`config.mk`:
```
export PLATFORM = sky130hd
export DESIGN_NAME = rv32i_execute_unit_top
export DESIGN_NICKNAME = d
export VERILOG_FILES = /design/src/hdl/rvx_pkg.sv /design/src/hdl/rvx_front.sv /design/src/hdl/rvx_back.sv /design/src/hdl/rvx_outq.sv /design/src/hdl/rv32i_execute_unit_top.sv
export SDC_FILE = /design/constraint.sdc
export NUM_CORES = 2
export LEC_CHECK = 0
export BUFFER_PORTS_ARGS = -buffer_cell sky130_fd_sc_hd__buf_2
export CAP_MARGIN = 20
export CELL_PAD_IN_SITES_DETAIL_PLACEMENT = 0
export CELL_PAD_IN_SITES_GLOBAL_PLACEMENT = 1
export CORE_ASPECT_RATIO = 1.1
export CORE_MARGIN = 10
export CORE_UTILIZATION = 50
export DETAILED_ROUTE_END_ITERATION = 8
export GPL_TIMING_DRIVEN = 0
export PLACE_DENSITY_LB_ADDON = 0.1
export SYNTH_ARGS = -nofsm -noshare
export SYNTH_HDL_FRONTEND = slang
export SYNTH_HIERARCHICAL = 1
export SYNTH_SLANG_ARGS = --single-unit
```
`constraint.sdc`:
```
create_clock -name clk -period 8.95 [get_ports clk]
set_clock_uncertainty 0.2 [all_clocks]
set_input_delay 1.3425 -clock clk [delete_from_list [all_inputs] [get_ports clk]]
set_output_delay 1.3425 -clock clk [all_outputs]
set_load 0.01 [all_outputs]
```
`src/hdl/rvx_pkg.sv`:
```
package rvx_pkg;

    localparam logic [6:0] OPC_OP     = 7'h33;
    localparam logic [6:0] OPC_OPIMM  = 7'h13;
    localparam logic [6:0] OPC_LOAD   = 7'h03;
    localparam logic [6:0] OPC_STORE  = 7'h23;
    localparam logic [6:0] OPC_BRANCH = 7'h63;
    localparam logic [6:0] OPC_JAL    = 7'h6f;
    localparam logic [6:0] OPC_JALR   = 7'h67;
    localparam logic [6:0] OPC_LUI    = 7'h37;
    localparam logic [6:0] OPC_AUIPC  = 7'h17;
    localparam logic [4:0] SHAMT_MASK = 5'h1f;

    localparam logic [1:0] BUS_NONE  = 2'd0;
    localparam logic [1:0] BUS_READ  = 2'd1;
    localparam logic [1:0] BUS_WRITE = 2'd2;

    localparam logic [3:0] CLS_NONE   = 4'd0;
    localparam logic [3:0] CLS_LDATA  = 4'd1;
    localparam logic [3:0] CLS_OP     = 4'd2;
    localparam logic [3:0] CLS_OPIMM  = 4'd3;
    localparam logic [3:0] CLS_LOAD   = 4'd4;
    localparam logic [3:0] CLS_STORE  = 4'd5;
    localparam logic [3:0] CLS_BRANCH = 4'd6;
    localparam logic [3:0] CLS_JAL    = 4'd7;
    localparam logic [3:0] CLS_JALR   = 4'd8;
    localparam logic [3:0] CLS_LUI    = 4'd9;
    localparam logic [3:0] CLS_AUIPC  = 4'd10;

    typedef struct packed {
        logic        op;
        logic [6:0]  opcode;
        logic [2:0]  funct3;
        logic [6:0]  funct7;
        logic [4:0]  dest_index;
        logic [4:0]  src1_index;
        logic [4:0]  src2_index;
        logic [31:0] immediate;
        logic [31:0] load_data;
    } in_t;

    typedef struct packed {
        logic [1:0]  bus_kind;
        logic [31:0] bus_address;
        logic [31:0] bus_write_data;
        logic [2:0]  bus_bytes;
        logic        writeback_valid;
        logic [4:0]  writeback_index;
        logic [31:0] writeback_value;
        logic [31:0] next_address;
    } out_t;

    typedef struct packed {
        logic [3:0] cls;
        in_t        item;
    } fb_t;

endpackage

```
`src/hdl/rvx_front.sv`:
```
module rvx_front
(
    input  logic         clk,
    input  logic         rst_n,
    input  logic         push,
    output logic         full,
    input  rvx_pkg::in_t in_word,
    output logic         q_valid,
    output rvx_pkg::fb_t q_word,
    input  logic         q_take
);

    rvx_pkg::fb_t mem_reg [2];
    logic         wp_reg;
    logic         rp_reg;
    logic [1:0]   cnt_reg;
    logic [1:0]   cnt_next;
    logic [3:0]   cls;
    logic         do_push;

    // classify the incoming word
    always_comb
    begin
        cls = rvx_pkg::CLS_NONE;
        if (in_word.op)
        begin
            cls = rvx_pkg::CLS_LDATA;
        end
        else
        begin
            unique case (in_word.opcode)
                rvx_pkg::OPC_OP:     cls = rvx_pkg::CLS_OP;
                rvx_pkg::OPC_OPIMM:  cls = rvx_pkg::CLS_OPIMM;
                rvx_pkg::OPC_LOAD:
                    if (in_word.funct3 != 3'd3 && in_word.funct3 != 3'd6 &&
                        in_word.funct3 != 3'd7)
                    begin
                        cls = rvx_pkg::CLS_LOAD;
                    end
                rvx_pkg::OPC_STORE:
                    if (in_word.funct3 <= 3'd2)
                    begin
                        cls = rvx_pkg::CLS_STORE;
                    end
                rvx_pkg::OPC_BRANCH: cls = rvx_pkg::CLS_BRANCH;
                rvx_pkg::OPC_JAL:    cls = rvx_pkg::CLS_JAL;
                rvx_pkg::OPC_JALR:
                    if (in_word.funct3 == 3'd0)
                    begin
                        cls = rvx_pkg::CLS_JALR;
                    end
                rvx_pkg::OPC_LUI:    cls = rvx_pkg::CLS_LUI;
                rvx_pkg::OPC_AUIPC:  cls = rvx_pkg::CLS_AUIPC;
                default:             cls = rvx_pkg::CLS_NONE;
            endcase
        end
    end

    assign full    = (cnt_reg == 2'd2);
    assign do_push = push && !full;
    assign q_valid = (cnt_reg != 2'd0);
    assign q_word  = mem_reg[rp_reg];

    always_comb
    begin
        cnt_next = cnt_reg;
        if (do_push && !q_take)
        begin
            cnt_next = cnt_reg + 2'd1;
        end
        else if (!do_push && q_take)
        begin
            cnt_next = cnt_reg - 2'd1;
        end
    end

    always_ff @(posedge clk)
    begin
        if (do_push)
        begin
            mem_reg[wp_reg] <= '{cls: cls, item: in_word};
        end
    end

    always_ff @(posedge clk or negedge rst_n)
    begin
        if (!rst_n)
        begin
            wp_reg  <= 1'b0;
            rp_reg  <= 1'b0;
            cnt_reg <= 2'd0;
        end
        else
        begin
            if (do_push)
            begin
                wp_reg <= ~wp_reg;
            end
            if (q_take)
            begin
                rp_reg <= ~rp_reg;
            end
            cnt_reg <= cnt_next;
        end
    end

endmodule

```
`src/hdl/rvx_back.sv`:
```
module rvx_back
#(
    parameter int REG_COUNT = 32
)
(
    input  logic          clk,
    input  logic          rst_n,
    input  logic          cfg_valid,
    input  logic [31:0]   cfg_data,
    input  logic          q_valid,
    input  rvx_pkg::fb_t  q_word,
    output logic          q_take,
    output logic          res_push,
    output rvx_pkg::out_t res_word,
    input  logic          res_space
);

    localparam int AW = $clog2(REG_COUNT);

    logic [31:0]          mem [REG_COUNT];
    logic [REG_COUNT-1:0] vld_reg;

    logic         s_valid_reg;
    rvx_pkg::fb_t s_word_reg;
    logic [31:0]  rd1_reg;
    logic [31:0]  rd2_reg;
    logic         v1_reg;
    logic         v2_reg;
    logic         fw1_reg;
    logic         fw2_reg;
    logic [31:0]  fwv_reg;

    logic [31:0]  pc_reg;
    logic         ld_wait_reg;
    logic [4:0]   ld_target_reg;
    logic [2:0]   ld_kind_reg;

    logic         fire;
    logic [31:0]  a;
    logic [31:0]  b;
    logic [31:0]  next_pc;
    logic         wb_want;
    logic [4:0]   wb_idx;
    logic [31:0]  wb_val;
    logic         wb_ok;
    logic         ld_set;
    logic         ld_clear;
    logic         take_br;
    logic         alt;
    logic [31:0]  sum_ai;
    logic [1:0]   bkind;
    logic [31:0]  bdata;
    logic [2:0]   bbytes;
    logic         z1;
    logic         z2;
    logic [AW-1:0] a1;
    logic [AW-1:0] a2;
    logic [AW-1:0] aw;

    function automatic logic [31:0] alu(input logic [2:0] f3, input logic alt_i,
                                        input logic [31:0] x, input logic [31:0] y);
        logic [4:0]  sh;
        logic [31:0] r;
        sh = y[4:0] & rvx_pkg::SHAMT_MASK;
        unique case (f3)
            3'd0: r = alt_i ? x - y : x + y;
            3'd1: r = x << sh;
            3'd2: r = {31'd0, $signed(x) < $signed(y)};
            3'd3: r = {31'd0, x < y};
            3'd4: r = x ^ y;
            3'd5: r = alt_i ? 32'($signed(x) >>> sh) : x >> sh;
            3'd6: r = x | y;
            default: r = x & y;
        endcase
        return r;
    endfunction

    assign fire   = s_valid_reg && res_space;
    assign q_take = q_valid && (!s_valid_reg || fire);

    assign a = fw1_reg ? fwv_reg : (v1_reg ? rd1_reg : 32'd0);
    assign b = fw2_reg ? fwv_reg : (v2_reg ? rd2_reg : 32'd0);

    assign sum_ai = a + s_word_reg.item.immediate;

    always_comb
    begin
        next_pc  = pc_reg + 32'd4;
        wb_want  = 1'b0;
        wb_idx   = s_word_reg.item.dest_index;
        wb_val   = 32'd0;
        ld_set   = 1'b0;
        ld_clear = 1'b0;
        bkind    = rvx_pkg::BUS_NONE;
        bdata    = 32'd0;
        bbytes   = 3'd0;
        take_br  = 1'b0;
        alt      = 1'b0;
        unique case (s_word_reg.cls)
            rvx_pkg::CLS_LDATA:
            begin
                next_pc = pc_reg;
                wb_idx  = ld_target_reg;
                if (ld_wait_reg)
                begin
                    wb_want  = 1'b1;
                    ld_clear = 1'b1;
                    unique case (ld_kind_reg)
                        3'd0: wb_val = {{24{s_word_reg.item.load_data[7]}},
                                        s_word_reg.item.load_data[7:0]};
                        3'd1: wb_val = {{16{s_word_reg.item.load_data[15]}},
                                        s_word_reg.item.load_data[15:0]};
                        3'd4: wb_val = {24'd0, s_word_reg.item.load_data[7:0]};
                        3'd5: wb_val = {16'd0, s_word_reg.item.load_data[15:0]};
                        default: wb_val = s_word_reg.item.load_data;
                    endcase
                end
            end
            rvx_pkg::CLS_OP:
            begin
                wb_want = 1'b1;
                wb_val  = alu(s_word_reg.item.funct3, s_word_reg.item.funct7 != 7'd0, a, b);
            end
            rvx_pkg::CLS_OPIMM:
            begin
                alt     = (s_word_reg.item.funct3 == 3'd5) &&
                          (s_word_reg.item.immediate[11:5] != 7'd0);
                wb_want = 1'b1;
                wb_val  = alu(s_word_reg.item.funct3, alt, a, s_word_reg.item.immediate);
            end
            rvx_pkg::CLS_LOAD:
            begin
                ld_set = 1'b1;
                bkind  = rvx_pkg::BUS_READ;
                unique case (s_word_reg.item.funct3[1:0])
                    2'd0:    bbytes = 3'd1;
                    2'd1:    bbytes = 3'd2;
                    default: bbytes = 3'd4;
                endcase
            end
            rvx_pkg::CLS_STORE:
            begin
                bkind = rvx_pkg::BUS_WRITE;
                unique case (s_word_reg.item.funct3[1:0])
                    2'd0:
                    begin
                        bbytes = 3'd1;
                        bdata  = {24'd0, b[7:0]};
                    end
                    2'd1:
                    begin
                        bbytes = 3'd2;
                        bdata  = {16'd0, b[15:0]};
                    end
                    default:
                    begin
                        bbytes = 3'd4;
                        bdata  = b;
                    end
                endcase
            end
            rvx_pkg::CLS_BRANCH:
            begin
                unique case (s_word_reg.item.funct3)
                    3'd0: take_br = (a == b);
                    3'd1: take_br = (a != b);
                    3'd4: take_br = ($signed(a) < $signed(b));
                    3'd5: take_br = !($signed(a) < $signed(b));
                    3'd6: take_br = (a < b);
                    3'd7: take_br = (a >= b);
                    default: take_br = 1'b0;
                endcase
                if (take_br)
                begin
                    next_pc = pc_reg + s_word_reg.item.immediate;
                end
            end
            rvx_pkg::CLS_JAL:
            begin
                wb_want = 1'b1;
                wb_val  = pc_reg + 32'd4;
                next_pc = pc_reg + s_word_reg.item.immediate;
            end
            rvx_pkg::CLS_JALR:
            begin
                wb_want = 1'b1;
                wb_val  = pc_reg + 32'd4;
                next_pc = {sum_ai[31:1], 1'b0};
            end
            rvx_pkg::CLS_LUI:
            begin
                wb_want = 1'b1;
                wb_val  = s_word_reg.item.immediate;
            end
            rvx_pkg::CLS_AUIPC:
            begin
                wb_want = 1'b1;
                wb_val  = pc_reg + s_word_reg.item.immediate;
            end
            default:
            begin
                wb_want = 1'b0;
            end
        endcase
    end

    assign wb_ok = wb_want && (wb_idx != 5'd0) && (32'(wb_idx) < REG_COUNT);
    assign aw    = wb_idx[AW-1:0];

    always_comb
    begin
        res_word.bus_kind        = bkind;
        res_word.bus_address     = (bkind == rvx_pkg::BUS_NONE) ? 32'd0 : sum_ai;
        res_word.bus_write_data  = bdata;
        res_word.bus_bytes       = bbytes;
        res_word.writeback_valid = wb_ok;
        res_word.writeback_index = wb_ok ? wb_idx : 5'd0;
        res_word.writeback_value = wb_ok ? wb_val : 32'd0;
        res_word.next_address    = next_pc;
    end

    assign res_push = fire;

    assign z1 = (q_word.item.src1_index == 5'd0) ||
                (32'(q_word.item.src1_index) >= REG_COUNT);
    assign z2 = (q_word.item.src2_index == 5'd0) ||
                (32'(q_word.item.src2_index) >= REG_COUNT);
    assign a1 = q_word.item.src1_index[AW-1:0];
    assign a2 = q_word.item.src2_index[AW-1:0];

    // register file with registered reads, bypass of the write on the same edge
    always_ff @(posedge clk)
    begin
        if (fire && wb_ok)
        begin
            mem[aw] <= wb_val;
        end
        if (q_take)
        begin
            s_word_reg <= q_word;
            rd1_reg    <= mem[a1];
            rd2_reg    <= mem[a2];
            fwv_reg    <= wb_val;
        end
    end

    always_ff @(posedge clk or negedge rst_n)
    begin
        if (!rst_n)
        begin
            vld_reg       <= '0;
            s_valid_reg   <= 1'b0;
            v1_reg        <= 1'b0;
            v2_reg        <= 1'b0;
            fw1_reg       <= 1'b0;
            fw2_reg       <= 1'b0;
            pc_reg        <= 32'd0;
            ld_wait_reg   <= 1'b0;
            ld_target_reg <= 5'd0;
            ld_kind_reg   <= 3'd0;
        end
        else
        begin
            if (fire && wb_ok)
            begin
                vld_reg[aw] <= 1'b1;
            end
            if (q_take)
            begin
                s_valid_reg <= 1'b1;
                v1_reg      <= !z1 && vld_reg[a1];
                v2_reg      <= !z2 && vld_reg[a2];
                fw1_reg     <= !z1 && fire && wb_ok && (wb_idx == q_word.item.src1_index);
                fw2_reg     <= !z2 && fire && wb_ok && (wb_idx == q_word.item.src2_index);
            end
            else if (fire)
            begin
                s_valid_reg <= 1'b0;
            end
            if (cfg_valid)
            begin
                pc_reg <= cfg_data;
            end
            else if (fire)
            begin
                pc_reg <= next_pc;
            end
            if (fire && ld_set)
            begin
                ld_wait_reg   <= 1'b1;
                ld_target_reg <= s_word_reg.item.dest_index;
                ld_kind_reg   <= s_word_reg.item.funct3;
            end
            else if (fire && ld_clear)
            begin
                ld_wait_reg <= 1'b0;
            end
        end
    end

endmodule

```
`src/hdl/rvx_outq.sv`:
```
module rvx_outq
(
    input  logic          clk,
    input  logic          rst_n,
    input  logic          res_push,
    input  rvx_pkg::out_t res_word,
    output logic          res_space,
    output logic          empty,
    input  logic          pop,
    output rvx_pkg::out_t out_word
);

    rvx_pkg::out_t mem_reg [2];
    logic          wp_reg;
    logic          rp_reg;
    logic [1:0]    cnt_reg;
    logic          do_pop;

    assign res_space = (cnt_reg != 2'd2);
    assign empty     = (cnt_reg == 2'd0);
    assign do_pop    = pop && !empty;
    assign out_word  = mem_reg[rp_reg];

    always_ff @(posedge clk)
    begin
        if (res_push)
        begin
            mem_reg[wp_reg] <= res_word;
        end
    end

    always_ff @(posedge clk or negedge rst_n)
    begin
        if (!rst_n)
        begin
            wp_reg  <= 1'b0;
            rp_reg  <= 1'b0;
            cnt_reg <= 2'd0;
        end
        else
        begin
            if (res_push)
            begin
                wp_reg <= ~wp_reg;
            end
            if (do_pop)
            begin
                rp_reg <= ~rp_reg;
            end
            if (res_push && !do_pop)
            begin
                cnt_reg <= cnt_reg + 2'd1;
            end
            else if (!res_push && do_pop)
            begin
                cnt_reg <= cnt_reg - 2'd1;
            end
        end
    end

endmodule

```
`src/hdl/rv32i_execute_unit_top.sv`:
```
// rv32i execute unit
// input channel: push/full carry one decoded instruction or one returning
// load data word per accepted word (push high, full low)
// result channel: empty/pop; the oldest result word sits on out_word while
// empty is low and leaves on pop; every input word gives one result word
// config channel: cfg_valid/cfg_ready, always ready, sets start address
// and program counter
// throughput: one word per cycle while the result queue has space, set by the
// single execute stage that reads the register file at dequeue and writes it on completion
// a two-word queue sits in front and a two-word queue behind execute
// reset: register file reads zero, pc zero, no load pending, queues empty
// stall: when pop stays low the result queue fills, execute holds, then
// the front queue fills and full rises; nothing is lost
module rv32i_execute_unit_top
#(
    parameter int REG_COUNT = 32
)
(
    input  logic          clk,
    input  logic          rst_n,
    input  logic          push,
    output logic          full,
    input  rvx_pkg::in_t  in_word,
    output logic          empty,
    input  logic          pop,
    output rvx_pkg::out_t out_word,
    input  logic          cfg_valid,
    output logic          cfg_ready,
    input  logic [31:0]   cfg_data
);

    logic          q_valid;
    rvx_pkg::fb_t  q_word;
    logic          q_take;
    logic          res_push;
    rvx_pkg::out_t res_word;
    logic          res_space;

    assign cfg_ready = 1'b1;

    rvx_front u_front
    (
        .clk     (clk),
        .rst_n   (rst_n),
        .push    (push),
        .full    (full),
        .in_word (in_word),
        .q_valid (q_valid),
        .q_word  (q_word),
        .q_take  (q_take)
    );

    rvx_back #(.REG_COUNT(REG_COUNT)) u_back
    (
        .clk       (clk),
        .rst_n     (rst_n),
        .cfg_valid (cfg_valid && cfg_ready),
        .cfg_data  (cfg_data),
        .q_valid   (q_valid),
        .q_word    (q_word),
        .q_take    (q_take),
        .res_push  (res_push),
        .res_word  (res_word),
        .res_space (res_space)
    );

    rvx_outq u_outq
    (
        .clk       (clk),
        .rst_n     (rst_n),
        .res_push  (res_push),
        .res_word  (res_word),
        .res_space (res_space),
        .empty     (empty),
        .pop       (pop),
        .out_word  (out_word)
    );

`ifndef SYNTHESIS
    a_wb_nonzero: assert property (@(posedge clk) disable iff (!rst_n)
        (!empty && out_word.writeback_valid) |-> (out_word.writeback_index != 5'd0))
        else $error("writeback to register zero");
    a_bus_kind: assert property (@(posedge clk) disable iff (!rst_n)
        !empty |-> (out_word.bus_kind != 2'd3))
        else $error("bad bus kind");
    a_bus_bytes: assert property (@(posedge clk) disable iff (!rst_n)
        (!empty && out_word.bus_kind == rvx_pkg::BUS_NONE) |-> (out_word.bus_bytes == 3'd0))
        else $error("bus size without access");
    a_push_space: assert property (@(posedge clk) disable iff (!rst_n)
        (res_push && $past(!res_space)) |-> res_space)
        else $error("result queue overflow");
`endif

endmodule

```
==> summary.txt <==
Critical path
  – Sort of element at the end of the critical path: register
  – Critical path launch point type: register
  – Most Frequent Cell on Critical Path: sky130_fd_sc_hd__clkbuf_1
  – Worst-path cell chain: clkbuf_1, clkbuf_1, buf_1, nand3b_1, nand2_1, buf_2, ha_1, or4_1, or4_4, nor2_1, o31ai_1, nand3_2, mux2i_2, clkbuf_1, o31a_1, buf_2, o21ai_1, a221oi_1, nand2_1
  – Top delay family on crit path: buffers and inverters
  – Worst stage delay on the critical path: 700 ps
  – Category of the most critical setup path: register to register
  – Critical-path maximum fanout: 22
  – Cell with the largest stage delay on the worst path: sky130_fd_sc_hd__buf_2
  – Crit path buf inv count: 6
  – Worst path arrival time: 9500 ps
  – Worst endpoint required time: 9340 ps

STA
  – Final setup vio count: 2
  – Min Clock Period, post-route: 9107 ps
  – Worst-margin pin slew: 1538 ps
  – F_max: 109.8 MHz
  – Relative slew margins: -2.540%
  – Number of slew-limit violations in the final report: 12
  – Final worst-path cycle share: 101.7%
  – Setup repair after global routing missed its margin: no
  – Final hold slack: 296.9 ps
  – Final WS setup: -156.5 ps
  – Final Hold Fails: 0

Floorplan
  – Top-Level Pins: 276
  – Standard cell core area: 0.1928 mm2
  – Die Footprint: 0.2118 mm2
  – Height of the chip: 481.6 um
  – Effective utilization at floorplan: 50.23%
  – Die outline width: 439.7 um
  – Num rows: 169

Detailed routing
  – Top Layer Used: met5
  – Via count of the routed design: 76,250
  – # DRC: 0
  – Violation count after the first detailed-routing iteration: 12,248
  – Wire length reported by the detailed router: 475,000 um
  – Metal1 wirelength: 158,600 um
  – Average via count per standard cell: 7.443
  – Met2 WL post-DR: 211,700 um
  – Routed wire length on met3: 51,400 um
  – Residual antenna-violating net count after detailed routing: 0
  – Wire length per cell: 46.36 um
  – Number of iterations in the first detailed-routing pass: 9

GRT
  – Number of global-route vias before repair: 74,050
  – Leftover overflow at the end of global routing: 0
  – Antenna violations before repair: 45
  – First-pass GRT wire length: 636,200 um
  – Maximum number of pins on one net before global-route repair: 119
  – Total routing resource utilization after global routing: 43.86%

Place
  – Routability-driven placement congestion ratio: 1.075
  – Worst-case setup slack after placement: -448.9 ps
  – Total of buffers placed on input and output ports: 273
  – Final HPWL DP: 355,900 um

Synth
  – Average instance area after synthesis: 14.24 um2
  – Post-Syn Area: 0.09687 mm2
  – Cell count after synthesis: 6,804
  – Warnings, synthesis: 6

Clock tree
  – Number of sinks driven by the clock tree: 1,753
  – Cell at the root of the clock tree: sky130_fd_sc_hd__clkbuf_16
  – Clock latency reported for the late side of the worst-skew pair: 900 ps
  – H-tree level count: 4
  – Total of hold buffers inserted after clock tree synthesis: 0
  – Quantity of gates resized following cts: 3
  – Clock Path Buffers: 3
  – Buffer count from post-CTS setup fixing: 0
  – Clock slew at the register clock pins of the worst setup and hold paths: 60 ps
  – TritonCTS clock tree: yes
  – Number of buffers created by CTS: 171

Power
  – Overall power: 0.05171 W
  – Power Dens Cells: 461.8 mW/mm2
  – Highest ir drop seen on vdd: 0.0003407 V
  – Static leakage: 39.23 nW

Cells and area
  – Net count, final: 7,894
  – Area growth from synthesis to final layout: 15.59%
  – Combined area of the multi-input logic cells: 0.04250 mm2
  – Flip-flop count of the largest register after layout: 1,024
  – Filler cells: 14,476
  – Area occupied by registers: 0.05221 mm2
  – Layout cells sized above 1: 25.90%

Min path
  – Worst min-delay path class: register to register

Status
  – Run status: complete, but fails checks
  – Violations in the final reports: slew limit, setup timing

Run
  – Max Cap Violations: 0
[power by group]
| group | leakage (nW) | switching (W) | internal, W |
|---|---|---|---|
| Sequential | 16.8 | 0.00134 | 0.0129 |
| Clock | 2.77 | 0.00335 | 0.00417 |
| Combinational | 19.7 | 0.0200 | 0.00997 |
[final timing paths]
check	startpoint	endpoint	slack [ps]	cells past startpoint
setup reg to reg	u_back/v1_reg$_DFFE_PN0P_	u_outq/mem_reg[0][31]$_DFFE_PP_	-160	19
min in group asynchronous	rst_n	u_back/pc_reg[29]$_DFFE_PN0P_	320	1
hold / removal	u_back/vld_reg[0]$_DFFE_PN0P_	u_back/vld_reg[0]$_DFFE_PN0P_	300	1
max in group asynchronous	rst_n	u_back/vld_reg[9]$_DFFE_PN0P_	7500	2
hold reg to reg	u_back/vld_reg[0]$_DFFE_PN0P_	u_back/vld_reg[0]$_DFFE_PN0P_	300	1
setup / recovery	u_back/v1_reg$_DFFE_PN0P_	u_outq/mem_reg[0][31]$_DFFE_PP_	-160	19
[layout by cell type, fill, tap and decap left out, drive strengths merged, types with 28 or more instances in the layout]
cell	instances
edfxtp	1667
mux4	705
buf	630
clkbuf	577
nand2	420
nor2	365
a21oi	355
mux2	324
o21ai	302
ha	242
inv	209
mux2i	135
xnor2	90
dfrtp	86
a22oi	85
nor3	83
a211oi	72
nand3	70
clkinv	70
a21o	69
o211ai	68
xor2	56
or2	50
nand4	47
and2	47
a31oi	46
nand2b	43
o221ai	42
nor2b	39
nand3b	38
a221oi	38
o22ai	34
conb	33
a32oi	28
a221o	28
o21bai	28
nor4	28
[per-stage QoR]
stage	std cells	cell area [um2]	util (%)	setup TNS, ps
detailed placement	9864	105500	54.70	-12740
floorplan	6835	96980	-	0
global route	10224	111900	58.03	0
CTS	10178	111300	57.69	0
global placement	9673	101600	52.66	-1226420
finish	10245	112000	58.06	-297.1
[final cells by class]
type | count | share of cell area [%]
Tap cell | 2565 | 2.866
Clock buffer | 216 | 4.027
Timing Repair Buffer | 507 | 4.844
Multi-Input combinational cell | 4385 | 37.96
Buffer | 486 | 1.799
Inverter | 209 | 0.7073
Antenna cell | 25 | 0.05587
Clock inverter | 99 | 1.112
Sequential cell | 1753 | 46.63
[metal layers]
metal | vias to the layer above | track usage (%)
met2 | 6957 | 67.16
met5 | - | 0.1136
met3 | 2294 | 12.28
met1 | 38204 | 50.94
li1 | 28775 | -
met4 | 20 | 37.50
Note: power is estimated with default switching activity, not from simulation.
